$ cat src/hw/rtl/oqkr_pkg.sv
package oqkr_pkg;

   localparam int QUEUE_DEPTH = 16;
   localparam int TIME_BITS = 32;
   localparam int IdxWidth = (QUEUE_DEPTH > 1) ? $clog2(QUEUE_DEPTH) : 1;
   localparam int CountWidth = $clog2(QUEUE_DEPTH + 1);

   typedef enum logic [1:0] {
      CMD_APPEND   = 2'd0,
      CMD_POP_HEAD = 2'd1,
      CMD_POP_KEY  = 2'd2
   } command_type;

   typedef enum logic [1:0] {
      ST_IDLE,
      ST_SCAN,
      ST_SHIFT
   } state_type;

   typedef struct packed {
      logic [7:0]           status;
      logic [TIME_BITS-1:0] arrival;
      logic [TIME_BITS-1:0] service;
   } entry_type;

   function automatic logic [TIME_BITS-1:0] to_stamp(input logic [31:0] value);
      logic [63:0] wide;
      wide = 64'(value);
      return wide[TIME_BITS-1:0];
   endfunction

   function automatic logic [31:0] from_stamp(input logic [TIME_BITS-1:0] value);
      logic [63:0] wide;
      wide = 64'(value);
      return wide[31:0];
   endfunction

endpackage

$ cat src/hw/rtl/ordered_queue_keyed_removal.sv
// An append answers with its strobe in the cycle after it is accepted.
// A removal walks the entry store through its single read port: it scans for
// its entry, then shifts the later entries down; an empty queue skips the scan.
// The next word is taken in the cycle of the strobe; the receiver cannot stall.
// Synchronous active-high reset empties the queue and clears the sequencer.
module ordered_queue_keyed_removal (
   input  logic        clock,
   input  logic        reset,
   input  logic        start,
   output logic        busy,
   input  logic [1:0]  req_command,
   input  logic [7:0]  req_status_value,
   input  logic [31:0] req_arrival_stamp,
   input  logic [31:0] req_service_stamp,
   output logic        rsp_valid,
   output logic        rsp_found,
   output logic        rsp_dropped,
   output logic [7:0]  rsp_out_status,
   output logic [31:0] rsp_out_arrival,
   output logic [31:0] rsp_out_service,
   output logic [4:0]  rsp_entry_count
);
   import oqkr_pkg::*;

   state_type             state_ff, state_in;
   logic [CountWidth-1:0] count_ff, count_in;
   logic [CountWidth-1:0] idx_ff, idx_in;
   command_type           cmd_ff, cmd_in;
   logic [7:0]            key_ff, key_in;
   logic                  rsp_valid_ff, rsp_valid_in;
   logic                  found_ff, found_in;
   logic                  dropped_ff, dropped_in;
   logic [7:0]            status_ff, status_in;
   logic [31:0]           arrival_ff, arrival_in;
   logic [31:0]           service_ff, service_in;
   logic [4:0]            ecount_ff, ecount_in;

   logic                  wr_en;
   logic [IdxWidth-1:0]   wr_addr;
   entry_type             wr_data;
   logic [IdxWidth-1:0]   rd_addr;
   entry_type             rd_data;
   logic [CountWidth:0]   idx_next;
   logic [CountWidth:0]   idx_skip;
   logic [CountWidth:0]   count_wide;
   logic                  hit;

   oqkr_store u_store (
      .clock   (clock),
      .wr_en   (wr_en),
      .wr_addr (wr_addr),
      .wr_data (wr_data),
      .rd_addr (rd_addr),
      .rd_data (rd_data)
   );

   always_ff @(posedge clock) begin
      if (reset) begin
         state_ff     <= ST_IDLE;
         count_ff     <= '0;
         rsp_valid_ff <= 1'b0;
      end else begin
         state_ff     <= state_in;
         count_ff     <= count_in;
         rsp_valid_ff <= rsp_valid_in;
      end
   end

   always_ff @(posedge clock) begin
      idx_ff     <= idx_in;
      cmd_ff     <= cmd_in;
      key_ff     <= key_in;
      found_ff   <= found_in;
      dropped_ff <= dropped_in;
      status_ff  <= status_in;
      arrival_ff <= arrival_in;
      service_ff <= service_in;
      ecount_ff  <= ecount_in;
   end

   always_comb begin
      idx_next   = {1'b0, idx_ff} + (CountWidth+1)'(1);
      idx_skip   = {1'b0, idx_ff} + (CountWidth+1)'(2);
      count_wide = {1'b0, count_ff};
      hit        = (cmd_ff == CMD_POP_HEAD) || (rd_data.status == key_ff);

      state_in     = state_ff;
      count_in     = count_ff;
      idx_in       = idx_ff;
      cmd_in       = cmd_ff;
      key_in       = key_ff;
      rsp_valid_in = 1'b0;
      found_in     = found_ff;
      dropped_in   = dropped_ff;
      status_in    = status_ff;
      arrival_in   = arrival_ff;
      service_in   = service_ff;
      wr_en        = 1'b0;
      wr_addr      = idx_ff[IdxWidth-1:0];
      wr_data      = rd_data;
      rd_addr      = idx_next[IdxWidth-1:0];

      case (state_ff)
         ST_IDLE: begin
            rd_addr = '0;
            if (start) begin
               cmd_in     = command_type'(req_command);
               key_in     = req_status_value;
               idx_in     = '0;
               found_in   = 1'b0;
               dropped_in = 1'b0;
               status_in  = '0;
               arrival_in = '0;
               service_in = '0;
               case (req_command)
                  CMD_APPEND: begin
                     rsp_valid_in = 1'b1;
                     if (count_ff >= CountWidth'(QUEUE_DEPTH)) begin
                        dropped_in = 1'b1;
                     end else begin
                        wr_en           = 1'b1;
                        wr_addr         = count_ff[IdxWidth-1:0];
                        wr_data.status  = req_status_value;
                        wr_data.arrival = to_stamp(req_arrival_stamp);
                        wr_data.service = to_stamp(req_service_stamp);
                        count_in        = count_ff + CountWidth'(1);
                     end
                  end
                  CMD_POP_HEAD, CMD_POP_KEY: begin
                     if (count_ff == '0) begin
                        rsp_valid_in = 1'b1;
                     end else begin
                        state_in = ST_SCAN;
                     end
                  end
                  default: begin
                     rsp_valid_in = 1'b1;
                  end
               endcase
            end
         end
         ST_SCAN: begin
            if (hit) begin
               found_in   = 1'b1;
               status_in  = rd_data.status;
               arrival_in = from_stamp(rd_data.arrival);
               service_in = from_stamp(rd_data.service);
               if (idx_next < count_wide) begin
                  state_in = ST_SHIFT;
               end else begin
                  count_in     = count_ff - CountWidth'(1);
                  rsp_valid_in = 1'b1;
                  state_in     = ST_IDLE;
               end
            end else if (idx_next < count_wide) begin
               idx_in = idx_next[CountWidth-1:0];
            end else begin
               rsp_valid_in = 1'b1;
               state_in     = ST_IDLE;
            end
         end
         ST_SHIFT: begin
            wr_en   = 1'b1;
            rd_addr = idx_skip[IdxWidth-1:0];
            idx_in  = idx_next[CountWidth-1:0];
            if (idx_skip >= count_wide) begin
               count_in     = count_ff - CountWidth'(1);
               rsp_valid_in = 1'b1;
               state_in     = ST_IDLE;
            end
         end
         default: begin
            state_in = ST_IDLE;
         end
      endcase

      ecount_in = rsp_valid_in ? 5'(count_in) : ecount_ff;
   end

   assign busy            = (state_ff != ST_IDLE);
   assign rsp_valid       = rsp_valid_ff;
   assign rsp_found       = found_ff;
   assign rsp_dropped     = dropped_ff;
   assign rsp_out_status  = status_ff;
   assign rsp_out_arrival = arrival_ff;
   assign rsp_out_service = service_ff;
   assign rsp_entry_count = ecount_ff;

endmodule

$ cat src/hw/rtl/oqkr_store.sv
module oqkr_store (
   input  logic                         clock,
   input  logic                         wr_en,
   input  logic [oqkr_pkg::IdxWidth-1:0] wr_addr,
   input  oqkr_pkg::entry_type          wr_data,
   input  logic [oqkr_pkg::IdxWidth-1:0] rd_addr,
   output oqkr_pkg::entry_type          rd_data
);
   import oqkr_pkg::*;

   entry_type store_ff [QUEUE_DEPTH];
   entry_type rd_data_ff;

   always_ff @(posedge clock) begin
      if (wr_en) begin
         store_ff[wr_addr] <= wr_data;
      end
      rd_data_ff <= store_ff[rd_addr];
   end

   assign rd_data = rd_data_ff;

endmodule

$ cat config.mk
export PLATFORM = sky130hd
export DESIGN_NAME = ordered_queue_keyed_removal
export DESIGN_NICKNAME = d
export VERILOG_FILES = /design/src/hw/rtl/oqkr_pkg.sv /design/src/hw/rtl/ordered_queue_keyed_removal.sv /design/src/hw/rtl/oqkr_store.sv
export SDC_FILE = /design/constraint.sdc
export NUM_CORES = 2
export LEC_CHECK = 0
export BUFFER_PORTS_ARGS = -buffer_cell sky130_fd_sc_hd__buf_2
export CAP_MARGIN = 10
export CORE_ASPECT_RATIO = 0.9
export CORE_UTILIZATION = 60
export DETAILED_ROUTE_END_ITERATION = 7
export PLACE_DENSITY = 0.81
export SLEW_MARGIN = 25
export SYNTH_ARGS = -nofsm -noshare
export SYNTH_HDL_FRONTEND = slang
export SYNTH_SLANG_ARGS = --single-unit
$ cat constraint.sdc
create_clock -name clock -period 6 [get_ports clock]
set_input_delay 0.6 -clock clock [delete_from_list [all_inputs] [get_ports clock]]
set_output_delay 0.6 -clock clock [all_outputs]
set_load 0.01 [all_outputs]
### Word-level counts from Yosys, hierarchy flattened

Memories as Yosys holds them, arrays and structs flattened. A register that Yosys moved wholly into a read port is not among the register bits.
Cells that the tools add are included.

* input port bits: 77
* RAM bits: 1152
* memories kept: 1
* register bits after elaboration: 102

* muxes and demuxes: 52
* eq/ne operators: 14
* reductions and logical operators: 12
* add/subtract/negate cells: 4
* $lt $le $gt $ge: 3

Memories
* u_store.store_ff: depth 16, width 72, rd ports 1, clocked after memory_dff 1, wr ports 1, line oqkr_store.sv:11 `entry_type store_ff [QUEUE_DEPTH];`

Operators by type and width (count)
* two-way mux 72 bit: 4
* case mux 32 bit (2 select lines): 2
* two-way mux 32 bit: 3
* two-way mux 5 bit: 9
* case mux 5 bit (3 select lines): 2
* two-way mux 4 bit: 4
* two-way mux 8 bit: 2
* case mux 8 bit (2 select lines): 1
* two-way mux 2 bit: 7
* two-way mux 1 bit: 13
* != test 2 bit, second input constant: 6
* equality test 8 bit: 1
* case mux 4 bit (2 select lines): 1
* adder 5 x 1 -> 6 bit, second input constant: 1
* adder 5 x 2 -> 6 bit, second input constant: 1
* equality test 2 x 1 -> 1 bit, second input constant: 3
* >= comparator 6 x 5 -> 1 bit: 1
* less-than comparator 6 x 5 -> 1 bit: 1
* case mux 2 bit (3 select lines): 1
* adder 5 x 1 -> 5 bit, second input constant: 1
* >= comparator 5 bit, second input constant: 1
* zero test 5 bit: 1
* AND reduction 5 bit: 1
* subtractor 5 x 1 -> 5 bit, second input constant: 1
* 13 further kinds: 17

### Logic depth before layout (Yosys ltp)

* depth in word-level cells: 7
* depth in mapped cells: 13

### Hierarchy

Synthesis repeated with hierarchy kept, for this count alone.

* cell total of the unflattened synthesis: 2273
* area total of the unflattened synthesis: 49995.4 sq um

Modules (own cells, without submodules)
* oqkr_store: cells an instance 1850, area each 44551.5 sq um, instances 1, seq. area each 36034.6 sq um
* ordered_queue_keyed_removal: cells an instance 423, area each 5444.0 sq um, instances 1, seq. area each 2982.9 sq um

### Least setup slack after synthesis

Ideal clock, no wire load.

* path type: flip-flop to flip-flop
* start point: register state_ff[1]
* end point: register found_ff (netlist: rsp_found), enable pin
* path slack: 0.485 ns
* arrival time: 4.987 ns
* clock period less this slack: 5.515 ns
* stages on the path, launching flop included: 7
* data required time: 5.472 ns
* setup time: 0.528 ns
* cell sequence: dfxtp_1 -> inv_1 -> ha_1 -> inv_1 -> nor2_1 -> a21oi_1 -> a21oi_1

* longest elaborated chain between the ends: 3
* elaborated cells on any way between the ends: 6

Ends and longest elaborated chain
* from (decl): line ordered_queue_keyed_removal.sv:25 `state_type state_ff, state_in;`
* from (signal assigned): line ordered_queue_keyed_removal.sv:63 `state_ff <= state_in;`
* equality test 2 x 1 -> 1 bit / zero test 2 bit (equally long branches): line ordered_queue_keyed_removal.sv:103 `case (state_ff)`
* != test 2 bit (no source line) / nonzero test 2 bit (equally long branches)
* AND reduction 3 bit (no source line) (*)
* to (signal assigned): line ordered_queue_keyed_removal.sv:73 `found_ff <= found_in;`
* to (decl): line ordered_queue_keyed_removal.sv:31 `logic found_ff, found_in;`

Every way passes the cells marked *; elsewhere a longest branch is shown, timed or not.
A chain may end at the register's enable or synchronous reset.

### Worst setup path in the final report

* start point: register state_ff[0]
* end point: register u_store.rd_data[58] (netlist name)

* longest elaborated chain between the ends: 2
* elaborated cells on any way between the ends: 3

Ends and longest elaborated chain (line)
* equality test 2 bit / zero test 2 bit (equally long branches): ordered_queue_keyed_removal.sv:103
* case mux 4 bit (2 select lines) (*): ordered_queue_keyed_removal.sv:103

Marked as above.

==> results_tabular.tex <==
\begin{tabular}{lr}
\hline
Metric & Value \\
\hline
\multicolumn{2}{l}{\textbf{Timing}} \\
Setup\_tns & 0 ns \\
Number of pins exceeding their max-slew limit in the final report & 0 \\
Clock skew & approximately 0.035 ns \\
Fmax & about 240 MHz \\
Least-Margin Pin Slew & between 1 and 1.5 ns \\
Worst-case setup margin in the final layout & 1.80 ns \\
Tcrit/Tclk final & roughly 70\% \\
Setup repair after global routing missed its margin & false \\
Max-slew headroom & approximately 26\% \\
Hold Worst Slack & 0.0597 ns \\
Final critical delay including setup and external delays & around 4.2 ns \\
Endpoints failing hold & 0 \\
Final setup violation count & 0 \\
\multicolumn{2}{l}{\textbf{Placed design}} \\
Routability-driven placement congestion ratio & $\sim$0.82 \\
Post-DP HPWL & 66400 um \\
Minimum setup slack after placement & around 1.9 ns \\
Port bufs & $\sim$160 \\
Total instance count after detailed placement & just under 5000 \\
\multicolumn{2}{l}{\textbf{Layout}} \\
Fraction of final layout cells with drive strength greater than 1 & about a tenth \\
Non-filler instance count after layout & about 5200 \\
Combined area of the multi-input logic cells & around 12000 um2 \\
Antenna diode count & 0 \\
FILL cells & $\sim$5400 \\
Number of nets in the finished design & 4054 \\
Combined flip-flop and latch cell area & just under 40000 um2 \\
Area overhead of the layout relative to synthesis & 11.1\% \\
\multicolumn{2}{l}{\textbf{Power}} \\
Seq pwr share & between 40 and 50\% \\
P\_int & $\sim$19000 uW \\
Standby leakage power & around 0.020 uW \\
Portion of total power attributed to combinational logic & 28.2\% \\
Switching part of the total & around a third \\
Clock group share of total power & a little over a quarter \\
Worst IR drop on VDD & roughly 330 uV \\
Switching power total & between 9000 and 10000 uW \\
Power density cells & $\sim$490 nW/um2 \\
\multicolumn{2}{l}{\textbf{Clock network}} \\
Clock tree from TritonCTS & done \\
Buffer count from post-CTS setup fixing & 0 \\
Maximum number of buffers from clock root to sink & 3 \\
Number of hold buffers added after cts & 0 \\
CTS clock-pin slew for the worst setup and hold paths & roughly 0.060 ns \\
Number of resized instances in the post-cts repair step & 0 \\
Clk Tree Root Cell & sky130\_fd\_sc\_hd\_\_clkbuf\_16 \\
Number of H-tree branching levels & 4 \\
Later-pin clock latency in the skew report & about 0.73 ns \\
Clock buffers created by TritonCTS & around 130 \\
Number of sinks handled by clock tree synthesis & 1326 \\
\multicolumn{2}{l}{\textbf{Route}} \\
Average detailed-routed wire length per instance & around 25 um \\
Antenna-violating nets left & 0 \\
DRC violations left & 0 \\
Router iterations before antenna repair & 6 \\
Number of DRC markers after the initial detailed-route iteration & roughly 4900 \\
Total wire length after detailed routing & roughly 130000 um \\
Vias per cell & $\sim$6.5 \\
Via Count & around 34000 \\
\multicolumn{2}{l}{\textbf{Floorplan}} \\
Vert. Die Dim & approximately 280 um \\
Std-Cell Core Area & approximately 86000 um2 \\
Site row count & 102 \\
Width of the chip & $\sim$310 um \\
Die Outline Area & between 80000 and 90000 um2 \\
Initial standard-cell utilization of the core & about three fifths \\
IO Count & 158 \\
\multicolumn{2}{l}{\textbf{Global route}} \\
Initial antenna violation count & 3 \\
Pin count of the biggest net entering global routing & about 170 \\
First-pass GRT wire length & 196000 um \\
Global-route usage over all layers & between 20\% and 30\% \\
Busiest metal layer after global routing & met2 \\
GRT overflow & 0 \\
Vias in the first global route & between 30000 and 40000 \\
M3 GR Usage & under 10\% \\
Global Route met1 Usage & about 40\% \\
Met2 track demand over resource in global routing & a little under half \\
\multicolumn{2}{l}{\textbf{Job}} \\
Maximum Capacitance Violations & 0 \\
\multicolumn{2}{l}{\textbf{Synth}} \\
Sequential-to-total area share from yosys stat & between 70\% and 80\% \\
Leading cell types by count after synthesis & sky130\_fd\_sc\_hd\_\_edfxtp\_1, sky130\_fd\_sc\_hd\_\_nand2\_1, sky130\_fd\_sc\_hd\_\_nand3\_1, sky130\_fd\_sc\_hd\_\_a311oi\_1, sky130\_fd\_sc\_hd\_\_clkbuf\_1 \\
Post-synth top area cell & sky130\_fd\_sc\_hd\_\_edfxtp\_1 \\
Primary flip-flop cell chosen by synthesis mapping & sky130\_fd\_sc\_hd\_\_edfxtp\_1 \\
Number of unique standard cell types used by synthesis & 49 \\
Fraction of synthesized cell area taken by the top area cell type & about 72\% \\
Yosys warns & 0 \\
Average size of a mapped cell & between 10 and 15 um2 \\
Gate count after technology mapping & 3884 \\
Most common cell in the synthesized netlist & sky130\_fd\_sc\_hd\_\_edfxtp\_1 \\
Number of enable-type register cells in the synthesized netlist & $\sim$1200 \\
Synthesized flop and latch total & 1326 \\
Share of flip-flops with an asynchronous set or reset after synthesis & 0\% \\
Total nets after synthesis & $\sim$4000 \\
Cell area after synthesis & around 52000 um2 \\
Top cells by area, synth & sky130\_fd\_sc\_hd\_\_edfxtp\_1, sky130\_fd\_sc\_hd\_\_nand2\_1, sky130\_fd\_sc\_hd\_\_a311oi\_1, sky130\_fd\_sc\_hd\_\_dfxtp\_1, sky130\_fd\_sc\_hd\_\_nand3\_1 \\
\multicolumn{2}{l}{\textbf{Critical path}} \\
Buffers plus inverters on the worst setup path & 3 \\
Critical path peak fanout & between 100 and 150 \\
Critical path capture point type & flip-flop \\
Req. time, crit path & approximately 6.7 ns \\
Launching element type of the critical path & flip-flop \\
CP Class & flip-flop to flip-flop \\
CP max stage cell & sky130\_fd\_sc\_hd\_\_nand2\_8 \\
Top cell family by delay on the critical path & simple AND/OR/NAND/NOR gates \\
Biggest cell delay along the critical path & 0.85 ns \\
Chain of cells forming the critical path & inv\_1 > ha\_1 > nand2\_4 > nand2\_8 > buf\_12 > buf\_4 > a211oi\_1 > a311oi\_1 > a31oi\_1 > a21oi\_1 \\
Arrival time reported for the critical path endpoint & $\sim$4.9 ns \\
\multicolumn{2}{l}{\textbf{Run status}} \\
Status & completed \\
\multicolumn{2}{l}{\textbf{Min path}} \\
Min-delay worst type & primary input to flip-flop \\
\hline
\end{tabular}
==> registers in the layout, indices dropped and copies added, names as in the netlist, 5 cells and up <==
name and flops:
count_ff 5, idx_ff 5, key_ff 8, rsp_entry_count 5, rsp_out_arrival 32, rsp_out_service 32
rsp_out_status 8, u_store.rd_data 72, u_store.store_ff 1152
==> layer usage <==
| layer | vias to the layer above | share of wire [%] |
|---|---|---|
| met1 | 16662 | 38 |
| met4 | 2 | 3.2 |
| met3 | 322 | 11 |
| met5 | - | 0.010 |
| li1 | 14674 | - |
| met2 | 2387 | 48 |
==> worst paths after layout <==
path / start / to / slack [ns] / cells after the start
setup / recovery: state_ff[0]$_SDFFE_PP0P_ / u_store.rd_data[58]$_DFF_P_ / 1.80 / 10
hold / removal: req_status_value[0] / key_ff[0]$_DFFE_PP_ / 0.06 / 1
setup reg to reg: state_ff[0]$_SDFFE_PP0P_ / u_store.rd_data[58]$_DFF_P_ / 1.80 / 10
hold reg to reg: u_store.rd_data[39]$_DFF_P_ / rsp_out_arrival[7]$_SDFFCE_PN0P_ / 0.53 / 1
==> cell usage in the layout, fill, tap and decap left out, types with 5 or more instances in the layout <==
cell                            n
sky130_fd_sc_hd__a21oi_1       83
sky130_fd_sc_hd__and2_1        78
sky130_fd_sc_hd__nor2b_1        6
sky130_fd_sc_hd__xor2_1        10
sky130_fd_sc_hd__a31oi_1       80
sky130_fd_sc_hd__buf_12        22
sky130_fd_sc_hd__clkinv_2      25
sky130_fd_sc_hd__nor2_4        17
sky130_fd_sc_hd__inv_1         17
sky130_fd_sc_hd__ha_1          18
sky130_fd_sc_hd__and3_1       147
sky130_fd_sc_hd__o21ai_0        8
sky130_fd_sc_hd__clkbuf_1      34
sky130_fd_sc_hd__clkbuf_8       8
sky130_fd_sc_hd__a211oi_1     144
sky130_fd_sc_hd__a311oi_1     216
sky130_fd_sc_hd__clkinv_1      21
sky130_fd_sc_hd__buf_4         43
sky130_fd_sc_hd__nor2_1         7
sky130_fd_sc_hd__edfxtp_1    1246
sky130_fd_sc_hd__nor3_1         6
sky130_fd_sc_hd__buf_2        157
sky130_fd_sc_hd__clkinvlp_4     5
sky130_fd_sc_hd__dfxtp_1       80
sky130_fd_sc_hd__nand3_1      294
sky130_fd_sc_hd__clkbuf_16    135
sky130_fd_sc_hd__nand2_1     1091
==> cells by family (layout without fill, tap and decap cells) <==
kind of cell	Yosys count	in the layout	synth area share, %
compound gates	556	556	7.93
flops	1326	1326	74.6
simple gates	1666	1666	13.9
buf+inv	300	476	2.74
mux	3	3	0.0575
fa+ha+maj	19	19	0.455
xor+xnor	14	14	0.235
==> power groups by stage <==
stage,Sequential [uW],Combinational (uW),Clock [uW]
2_1_floorplan,12900,5290,0
3_3_place_gp,13000,7500,0
3_5_place_dp,13000,7820,0
4_1_cts,12800,7940,7700
5_1_grt,12900,8710,8060
6_report,12800,8070,7670
==> worst register-to-register path, stage by stage, from the launching register on <==
cell and delay (ns):
sky130_fd_sc_hd__dfxtp_1 0.36, sky130_fd_sc_hd__inv_1 0.10, sky130_fd_sc_hd__ha_1 0.56, sky130_fd_sc_hd__nand2_4 0.64, sky130_fd_sc_hd__nand2_8 0.88, sky130_fd_sc_hd__buf_12 0.46
sky130_fd_sc_hd__buf_4 0.41, sky130_fd_sc_hd__a211oi_1 0.13, sky130_fd_sc_hd__a311oi_1 0.32, sky130_fd_sc_hd__a31oi_1 0.07, sky130_fd_sc_hd__a21oi_1 0.18
==> metrics by stage <==
step / utilization (%) / power [uW] / area, um2
2_1_floorplan: - / 18200 / 52300
6_report: 67.4 / 28600 / 58100
3_3_place_gp: 62.8 / 20500 / 54100
4_1_cts: 67.4 / 28500 / 58100
5_1_grt: 67.4 / 29700 / 58100
3_5_place_dp: 62.8 / 20800 / 54100
==> cell type report <==
cell class,count,area share [%]
Inverter,18,0.116
Timing Repair Buffer,223,2.71
Clock buffer,177,6.23
Sequential cell,1326,67.2
Multi-Input combinational cell,2258,20.7
Tap cell,1144,2.46
Clock inverter,58,0.620
(Power assumes the default switching activity.)
